<file path="config.mk">
export PLATFORM = sky130hd
export DESIGN_NAME = json_string_unescape_utf8_top_flat
export DESIGN_NICKNAME = d
export VERILOG_FILES = /design/src/rtl/core/jsu_pkg.sv /design/src/rtl/core/jsu_if.sv /design/src/rtl/core/json_string_unescape_utf8_top.sv /design/src/flat_wrapper.sv
export SDC_FILE = /design/constraint.sdc
export NUM_CORES = 1
export LEC_CHECK = 0
export ABC_AREA = 1
export BUFFER_PORTS_ARGS = -buffer_cell sky130_fd_sc_hd__buf_4
export CAP_MARGIN = 20
export CORE_MARGIN = 2
export CORE_UTILIZATION = 58
export CTS_CLUSTER_SIZE = 24
export DETAILED_ROUTE_END_ITERATION = 16
export PLACE_DENSITY = 0.74
export SLEW_MARGIN = 20
export SYNTH_ARGS = -nofsm -noshare
export SYNTH_HDL_FRONTEND = slang
export SYNTH_SLANG_ARGS = --single-unit
</file>
<file path="constraint.sdc">
create_clock -name clk_i -period 4.81 [get_ports clk_i]
set_clock_uncertainty 0.05 [all_clocks]
set_input_delay 0.962 -clock clk_i [delete_from_list [all_inputs] [get_ports clk_i]]
set_output_delay 0.962 -clock clk_i [all_outputs]
set_load 0.05 [all_outputs]
</file>
<file path="src/rtl/core/jsu_pkg.sv">
// shared types, constants and helpers of the json string unescaper
// no dependencies; used by the interfaces, the top level and the checker
`default_nettype none

package jsu_pkg;

  localparam int unsigned LENGTH_BITS_DEF = 16;
  localparam int unsigned OUT_LEN_W       = 16;
  localparam int unsigned MAX_RESULTS     = 3;

  typedef enum logic [1:0] {
    KIND_DATA = 2'd0,
    KIND_END  = 2'd1,
    KIND_ERR  = 2'd2
  } kind_e;

  typedef enum logic [6:0] {
    PH_IDLE = 7'b0000001,
    PH_TEXT = 7'b0000010,
    PH_ESC  = 7'b0000100,
    PH_HEX0 = 7'b0001000,
    PH_HEX1 = 7'b0010000,
    PH_HEX2 = 7'b0100000,
    PH_HEX3 = 7'b1000000
  } phase_e;

  localparam logic [7:0] CH_QUOTE  = 8'h22;
  localparam logic [7:0] CH_SLASH  = 8'h2F;
  localparam logic [7:0] CH_BSLASH = 8'h5C;
  localparam logic [7:0] CH_B      = 8'h62;
  localparam logic [7:0] CH_F      = 8'h66;
  localparam logic [7:0] CH_N      = 8'h6E;
  localparam logic [7:0] CH_R      = 8'h72;
  localparam logic [7:0] CH_T      = 8'h74;
  localparam logic [7:0] CH_U      = 8'h75;

  localparam logic [7:0] BYTE_BS  = 8'h08;
  localparam logic [7:0] BYTE_FF  = 8'h0C;
  localparam logic [7:0] BYTE_LF  = 8'h0A;
  localparam logic [7:0] BYTE_CR  = 8'h0D;
  localparam logic [7:0] BYTE_TAB = 8'h09;

  typedef struct packed {
    kind_e                  kind;
    logic [7:0]             data;
    logic [OUT_LEN_W-1:0]   len;
  } res_t;

  // {valid, value} of one ascii hex digit, either case
  function automatic logic [4:0] hex_digit(input logic [7:0] c);
    logic [4:0] r;
    r = 5'd0;
    if (c >= 8'h30 && c <= 8'h39) begin
      r = {1'b1, 4'(c - 8'h30)};
    end else if (c >= 8'h61 && c <= 8'h66) begin
      r = {1'b1, 4'(c - 8'h57)};
    end else if (c >= 8'h41 && c <= 8'h46) begin
      r = {1'b1, 4'(c - 8'h37)};
    end
    return r;
  endfunction

endpackage

`default_nettype wire

</file>
<file path="src/rtl/core/jsu_if.sv">
// valid/ready channel interfaces for raw bytes in and decoded results out
// depends on jsu_pkg
`default_nettype none

interface jsu_in_if;
  logic       valid;
  logic       ready;
  logic [7:0] in_byte;
  logic       buffer_end;

  modport source (output valid, in_byte, buffer_end, input ready);
  modport sink (input valid, in_byte, buffer_end, output ready);
endinterface

interface jsu_out_if;
  logic                          valid;
  logic                          ready;
  logic [1:0]                    out_kind;
  logic [7:0]                    out_byte;
  logic [jsu_pkg::OUT_LEN_W-1:0] decoded_length;
  logic                          run_last;

  modport source (output valid, out_kind, out_byte, decoded_length, run_last, input ready);
  modport sink (input valid, out_kind, out_byte, decoded_length, run_last, output ready);
endinterface

`default_nettype wire

</file>
<file path="src/rtl/core/json_string_unescape_utf8_top.sv">
// json string unescaper with utf-8 encoding of \u escapes, top level
// depends on jsu_pkg and the channel interfaces in jsu_if.sv
// the first result of a byte is registered and shown in the cycle after the byte's transaction
// throughput: one raw byte per cycle while each byte gives at most one result and the output is ready;
//   a \u escape giving several utf-8 bytes holds the result buffer until the last of them leaves
// the three-entry result buffer drains one result a cycle while the output is ready; a new byte is taken
//   when the buffer is empty or its last entry leaves in the same cycle
// reset (asynchronous, active low): idle awaiting the opening quote, buffer empty
`default_nettype none

module json_string_unescape_utf8_top #(
  parameter int unsigned LengthBits = jsu_pkg::LENGTH_BITS_DEF
) (
  input  wire      clk_i,
  input  wire      rst_ni,
  jsu_in_if.sink   in_i,
  jsu_out_if.source out_o
);
  import jsu_pkg::*;

  localparam logic [LengthBits-1:0] LenMax = {LengthBits{1'b1}};

  // decoder state
  phase_e                phase_q, phase_d;
  logic [11:0]           acc_q, acc_d;
  logic [LengthBits-1:0] len_q, len_d;

  // result buffer: slot 0 is the head shown at the output
  res_t       slot_q [MAX_RESULTS];
  res_t       res_new [MAX_RESULTS];
  logic [1:0] cnt_q;
  logic [1:0] n_new;

  logic       in_fire, out_fire;
  logic [7:0] c;
  logic       last;
  logic [4:0] hexd;
  logic [15:0] code;
  logic [LengthBits-1:0] len1, len2, len3;
  logic [7:0] esc_val;
  logic       esc_ok;

  // low 16 bits of the length counter, zero extended for narrow counters
  function automatic logic [OUT_LEN_W-1:0] len_field(input logic [LengthBits-1:0] l);
    logic [31:0] w;
    w = 32'(l);
    return w[OUT_LEN_W-1:0];
  endfunction

  assign c    = in_i.in_byte;
  assign last = in_i.buffer_end;
  assign hexd = hex_digit(c);
  assign code = {acc_q, hexd[3:0]};

  // saturating counts after one, two and three data bytes
  assign len1 = (len_q == LenMax) ? len_q : len_q + 1'b1;
  assign len2 = (len1 == LenMax) ? len1 : len1 + 1'b1;
  assign len3 = (len2 == LenMax) ? len2 : len2 + 1'b1;

  // single-character escapes
  always_comb begin
    esc_ok  = 1'b1;
    esc_val = c;
    unique case (c) inside
      CH_QUOTE, CH_SLASH, CH_BSLASH: esc_val = c;
      CH_B:    esc_val = BYTE_BS;
      CH_F:    esc_val = BYTE_FF;
      CH_N:    esc_val = BYTE_LF;
      CH_R:    esc_val = BYTE_CR;
      CH_T:    esc_val = BYTE_TAB;
      default: esc_ok  = 1'b0;
    endcase
  end

  // next state and the results caused by the byte on the input
  always_comb begin
    phase_d = phase_q;
    acc_d   = acc_q;
    len_d   = len_q;
    n_new   = 2'd0;
    for (int i = 0; i < MAX_RESULTS; i++) begin
      res_new[i] = '{kind: KIND_DATA, data: 8'h00, len: '0};
    end
    unique case (phase_q)
      PH_IDLE: begin
        if (c != CH_QUOTE || last) begin
          // missing opening quote, or buffer gone right after it
          if (c == CH_QUOTE) begin
            len_d = '0;
          end
          res_new[0] = '{kind: KIND_ERR, data: 8'h00,
                         len: (c == CH_QUOTE) ? '0 : len_field(len_q)};
          n_new = 2'd1;
        end else begin
          len_d   = '0;
          phase_d = PH_TEXT;
        end
      end
      PH_TEXT: begin
        if (c == CH_QUOTE) begin
          phase_d    = PH_IDLE;
          res_new[0] = '{kind: KIND_END, data: 8'h00, len: len_field(len_q)};
          n_new      = 2'd1;
        end else if (last) begin
          phase_d    = PH_IDLE;
          acc_d      = '0;
          res_new[0] = '{kind: KIND_ERR, data: 8'h00, len: len_field(len_q)};
          n_new      = 2'd1;
        end else if (c == CH_BSLASH) begin
          phase_d = PH_ESC;
        end else begin
          len_d      = len1;
          res_new[0] = '{kind: KIND_DATA, data: c, len: len_field(len1)};
          n_new      = 2'd1;
        end
      end
      PH_ESC: begin
        if (last || (!esc_ok && c != CH_U)) begin
          phase_d    = PH_IDLE;
          acc_d      = '0;
          res_new[0] = '{kind: KIND_ERR, data: 8'h00, len: len_field(len_q)};
          n_new      = 2'd1;
        end else if (c == CH_U) begin
          acc_d   = '0;
          phase_d = PH_HEX0;
        end else begin
          phase_d    = PH_TEXT;
          len_d      = len1;
          res_new[0] = '{kind: KIND_DATA, data: esc_val, len: len_field(len1)};
          n_new      = 2'd1;
        end
      end
      PH_HEX0, PH_HEX1, PH_HEX2: begin
        if (!hexd[4] || last) begin
          phase_d    = PH_IDLE;
          acc_d      = '0;
          res_new[0] = '{kind: KIND_ERR, data: 8'h00, len: len_field(len_q)};
          n_new      = 2'd1;
        end else begin
          acc_d   = {acc_q[7:0], hexd[3:0]};
          phase_d = (phase_q == PH_HEX0) ? PH_HEX1 :
                    (phase_q == PH_HEX1) ? PH_HEX2 : PH_HEX3;
        end
      end
      PH_HEX3: begin
        acc_d = '0;
        if (!hexd[4] || last) begin
          phase_d    = PH_IDLE;
          res_new[0] = '{kind: KIND_ERR, data: 8'h00, len: len_field(len_q)};
          n_new      = 2'd1;
        end else begin
          phase_d = PH_TEXT;
          if (code < 16'h0080) begin
            len_d      = len1;
            res_new[0] = '{kind: KIND_DATA, data: code[7:0], len: len_field(len1)};
            n_new      = 2'd1;
          end else if (code < 16'h0800) begin
            // two-byte form: 110xxxxx 10xxxxxx
            len_d      = len2;
            res_new[0] = '{kind: KIND_DATA, data: {3'b110, code[10:6]},
                           len: len_field(len1)};
            res_new[1] = '{kind: KIND_DATA, data: {2'b10, code[5:0]},
                           len: len_field(len2)};
            n_new      = 2'd2;
          end else begin
            // three-byte form: 1110xxxx 10xxxxxx 10xxxxxx
            len_d      = len3;
            res_new[0] = '{kind: KIND_DATA, data: {4'b1110, code[15:12]},
                           len: len_field(len1)};
            res_new[1] = '{kind: KIND_DATA, data: {2'b10, code[11:6]},
                           len: len_field(len2)};
            res_new[2] = '{kind: KIND_DATA, data: {2'b10, code[5:0]},
                           len: len_field(len3)};
            n_new      = 2'd3;
          end
        end
      end
      default: begin
        phase_d = PH_IDLE;
        acc_d   = '0;
      end
    endcase
  end

  // accept while the buffer is empty or its last entry is leaving now
  assign in_i.ready = (cnt_q == 2'd0) || (cnt_q == 2'd1 && out_o.ready);
  assign in_fire    = in_i.valid && in_i.ready;
  assign out_fire   = out_o.valid && out_o.ready;

  always_ff @(posedge clk_i or negedge rst_ni) begin
    if (!rst_ni) begin
      phase_q <= PH_IDLE;
      acc_q   <= '0;
      len_q   <= '0;
      cnt_q   <= 2'd0;
    end else begin
      if (in_fire) begin
        phase_q <= phase_d;
        acc_q   <= acc_d;
        len_q   <= len_d;
        cnt_q   <= n_new;
      end else if (out_fire) begin
        cnt_q <= cnt_q - 2'd1;
      end
    end
  end

  // payload slots: loaded whole on a transaction in, shifted down on one out
  always_ff @(posedge clk_i) begin
    if (in_fire) begin
      for (int i = 0; i < MAX_RESULTS; i++) begin
        slot_q[i] <= res_new[i];
      end
    end else if (out_fire) begin
      for (int i = 0; i < MAX_RESULTS - 1; i++) begin
        slot_q[i] <= slot_q[i+1];
      end
    end
  end

  // the buffer only ever holds the results of one byte, so the final entry is its last
  assign out_o.valid          = (cnt_q != 2'd0);
  assign out_o.out_kind       = slot_q[0].kind;
  assign out_o.out_byte       = slot_q[0].data;
  assign out_o.decoded_length = slot_q[0].len;
  assign out_o.run_last       = (cnt_q == 2'd1);

endmodule

`default_nettype wire

</file>
<file path="src/flat_wrapper.sv">
// flat-port wrapper written by rule: the top's interface ports become plain ports
module json_string_unescape_utf8_top_flat import jsu_pkg::*;
#(
  parameter int unsigned LengthBits = jsu_pkg::LENGTH_BITS_DEF
)
  (clk_i, rst_ni, in_i_valid, in_i_in_byte, in_i_buffer_end, in_i_ready, out_o_valid, out_o_out_kind, out_o_out_byte, out_o_decoded_length, out_o_run_last, out_o_ready);
  jsu_in_if in_i_i ();
  jsu_out_if out_o_i ();
  input  wire clk_i;
  input  wire rst_ni;
  input wire logic [$bits(in_i_i.valid)-1:0] in_i_valid;
  input wire logic [$bits(in_i_i.in_byte)-1:0] in_i_in_byte;
  input wire logic [$bits(in_i_i.buffer_end)-1:0] in_i_buffer_end;
  output wire logic [$bits(in_i_i.ready)-1:0] in_i_ready;
  output wire logic [$bits(out_o_i.valid)-1:0] out_o_valid;
  output wire logic [$bits(out_o_i.out_kind)-1:0] out_o_out_kind;
  output wire logic [$bits(out_o_i.out_byte)-1:0] out_o_out_byte;
  output wire logic [$bits(out_o_i.decoded_length)-1:0] out_o_decoded_length;
  output wire logic [$bits(out_o_i.run_last)-1:0] out_o_run_last;
  input wire logic [$bits(out_o_i.ready)-1:0] out_o_ready;
  assign in_i_i.valid = in_i_valid;
  assign in_i_i.in_byte = in_i_in_byte;
  assign in_i_i.buffer_end = in_i_buffer_end;
  assign in_i_ready = in_i_i.ready;
  assign out_o_valid = out_o_i.valid;
  assign out_o_out_kind = out_o_i.out_kind;
  assign out_o_out_byte = out_o_i.out_byte;
  assign out_o_decoded_length = out_o_i.decoded_length;
  assign out_o_run_last = out_o_i.run_last;
  assign out_o_i.ready = out_o_ready;
  json_string_unescape_utf8_top #(.LengthBits(LengthBits)) u_core (.clk_i(clk_i), .rst_ni(rst_ni), .in_i(in_i_i), .out_o(out_o_i));
endmodule
</file>
==> results.sh <==
export IMPL_io_pins=42
export IMPL_synth_seq_area_share_pct=38.8
export IMPL_synth_edf_count=72
export IMPL_min_to="u_core.acc_q[0]$_DFFE_PN0P_"
export IMPL_synth_cells=1101
export IMPL_synth_cell_type_count=54
export IMPL_synthesis_nets=1124
export IMPL_antenna_left=0
export IMPL_die_w_um=121
export IMPL_finalSetupTns_ns=0
export IMPL_start_kind="flop"
export IMPL_r2r_end="u_core.len_q[12]$_DFFE_PN0P_"
export IMPL_drc=0
export IMPL_synth_compound_area_share_pct=15.1
export IMPL_first_pass_iters=6
export IMPL_slew_violations=0
export IMPL_synth_area_sq_mm=0.00797
export IMPL_wl_per_cell_um=19.0
export IMPL_cp_slowest_cell="dfrtp_1"
export IMPL_rrSetupSlack_ns=0.47
export IMPL_synth_top_family_by_area="simple AND/OR/NAND/NOR gates"
export IMPL_grt_pass1_vias=6933
export IMPL_dieArea_sq_mm=0.0147
export IMPL_powerDensity_mw_per_mm2=695
export IMPL_postCtsHoldBufs=0
export IMPL_die_y_um=121
export IMPL_start_util_pct=59.7
export IMPL_hp_class="reg2reg"
export IMPL_r2r_start="u_core.len_q[0]$_DFFE_PN0P_"
export IMPL_ff2ff_path_depth=26
export IMPL_htreeDepth=3
export IMPL_place_congestion=0.993
export IMPL_period_minus_slack_ns=4.34
export IMPL_rsz0062_at_grt="false"
export IMPL_setup_violations=0
export IMPL_ir_worst_vdd_mv=0.400
export IMPL_ys_flop_type="edfxtp_1"
export IMPL_coreArea_sq_mm=0.0133
export IMPL_final_layout_size_suffix_gt1_share_pct=14.6
export IMPL_cts_buffers=9
export IMPL_min_from="u_core.acc_q[0]$_DFFE_PN0P_"
export IMPL_crit_top_cell="nand2_1"
export IMPL_crit_arrival_ns=4.54
export IMPL_slew_headroom_pct=50.0
export IMPL_via_per_inst=5.93
export IMPL_synth_most_common_cell="nand2_1"
export IMPL_clockRootBuffer="clkbuf_16"
export IMPL_status="finished clean"
export IMPL_crit_type="reg2reg"
export IMPL_grt_max_degree=38
export IMPL_hold_slack_ns=0.435
export IMPL_num_vias=7745
export IMPL_max_cap_violations=0
export IMPL_clk_pin_slew_ns=0.08
export IMPL_synth_adder_area_share_pct=1.57
export IMPL_synth_area_leader_cell="edfxtp_1"
export IMPL_yosys_register_bits=109
export IMPL_end_kind="flop"
export IMPL_cts_buffer_depth=2
export IMPL_cts_tree="built"
export IMPL_antenna_found_initial=0
export IMPL_busiest_layer="met1"
export IMPL_num_nets_final=1147
export IMPL_port_buffers=41
export IMPL_synth_area_mux_share_pct=0
export IMPL_cpPeakStageDelay_ns=0.51
export IMPL_syn_to_final_growth_pct=8.59
export IMPL_dpl_hpwl_mm=18.6
export IMPL_cp_num_buf_inv=4
export IMPL_synth_area_leaders="edfxtp_1 27%, nand2_1 13%, dfrtp_1 11%"
export IMPL_post_cts_buffers=0
export IMPL_synthArstFlopShare_pct=33.9
export IMPL_insertedDiodeCount=0
export IMPL_grt_use_total_pct=34.8
export IMPL_hold_path_depth=2
export IMPL_use_met3_pct=8.46
export IMPL_overflow=0
export IMPL_avgSynthCellArea_sq_um=7.24
export IMPL_grtUsageMet2_pct=47.8
export IMPL_gr_usage_met1_pct=52.9
export IMPL_worstMarginPinSlew_ns=0.745
export IMPL_synthTopCellsByCount="266 x nand2_1, 141 x nor2_1, 128 x inv_1, 82 x o21ai_0, 72 x edfxtp_1"
export IMPL_leakagePower_nw=4.00
export IMPL_path_depth=26
export IMPL_cts_resized=0
export IMPL_hold_viol_final=0
export IMPL_timing_final_crit_share_pct=90.2
export IMPL_netlist_area_leader_share_pct=27.1
export IMPL_crit_required_ns=5.01
export IMPL_drt_total_wl_mm=24.8
export IMPL_clock_latency_ns=0.37
export IMPL_rows=42
export IMPL_ys_warn_count=0
export IMPL_cts_sink_count=109
export IMPL_synth_xor_area_share_pct=1.41
export IMPL_drt_initial_drc_count=1001
export IMPL_synthSimpleGateAreaFrac_pct=32.2
export IMPL_critPathMaxFanout=14
export IMPL_cp_top_family="simple AND/OR/NAND/NOR gates"
export IMPL_max_freq_mhz=230
export IMPL_grt_pass1_wl_mm=38.7
[logic make-up (layout without fill, tap and decap cells)]
family / Yosys count / count (layout)
adders and majority gates: 10 / 10
buffers and inverters: 198 / 226
AOI/OAI and AO/OA: 205 / 205
xor gates and xnor gates: 12 / 12
and+or+nand+nor: 567 / 567
DFF: 109 / 109
[metal layers]
| metal | up-vias | part of all wire [%] |
|---|---|---|
| met3 | 42 | 12 |
| li1 | 3692 | - |
| met5 | - | 0 |
| met4 | 0 | 2.7 |
| met1 | 3582 | 44 |
| met2 | 429 | 41 |
[worst max path at each step]
stage | from | to | slack [ns]
5_1_grt | u_core.len_q[0]$_DFFE_PN0P_ | u_core.len_q[0]$_DFFE_PN0P_ | 0.10
3_3_place_gp | u_core.len_q[0]$_DFFE_PN0P_ | u_core.len_q[12]$_DFFE_PN0P_ | 0.66
2_1_floorplan | u_core.cnt_q[0]$_DFFE_PN0P_ | u_core.slot_q[0][35]$_DFFE_PP_ | 1.14
3_5_place_dp | u_core.len_q[0]$_DFFE_PN0P_ | u_core.len_q[12]$_DFFE_PN0P_ | 0.57
4_1_cts | u_core.len_q[0]$_DFFE_PN0P_ | u_core.len_q[12]$_DFFE_PN0P_ | 0.54
6_report | u_core.len_q[0]$_DFFE_PN0P_ | u_core.len_q[12]$_DFFE_PN0P_ | 0.47
[worst min-delay path, cell delays in order, from the launching register on]
cell and delay [ns]:
dfrtp_1 0.34, nand2_1 0.06, o31ai_1 0.05
[cell usage in the layout (no fill, tap or decap), drive strengths merged, types with 27 or more instances in the layout]
master,Yosys,layout
o21ai,95,95
inv,142,147
buf,34,64
o22ai,27,27
nand2,299,299
a21oi,45,45
dfrtp,36,36
nand3,66,66
edfxtp,72,72
nor2,160,160
[registers in the layout, summed over array words and instances (netlist names)]
register,count
u_core.acc_q,12
u_core.phase_q,7
u_core.len_q,16
u_core.slot_q,72
u_core.cnt_q,2
[metrics by stage]
step | power (W) | cells | worst slack [ns] | utilization, % | instance area (sq um)
detailed placement | 0.00515 | 1289 | 0.574 | 62.7 | 8360
global route | 0.00638 | 1305 | 0.104 | 64.8 | 8650
finish | 0.00602 | 1305 | 0.471 | 64.8 | 8650
global placement | 0.00517 | 1289 | 0.663 | 62.7 | 8360
floorplan | 0.00422 | 1101 | 1.14 | - | 7970
CTS | 0.00593 | 1305 | 0.545 | 64.8 | 8650
[power breakdown]
part / internal [W] / total (W) / switching [W] / leakage (nW)
Sequential: 0.00140 / 0.00160 / 0.000197 / 1.17
Clock: 0.000376 / 0.000761 / 0.000385 / 0.144
Combinational: 0.000973 / 0.00366 / 0.00269 / 2.68
Total: 0.00275 / 0.00602 / 0.00327 / 4.00
[layout make-up]
class,instances,area (sq um)
tap,176,220
clock inverter,6,51.3
inverter,146,549
clock buffer,10,239
fill,1202,4690
sequential,109,3090
timing repair buffer,64,480
multi-input combinational,794,4030
No activity file was read; power rests on OpenSTA's default activity.
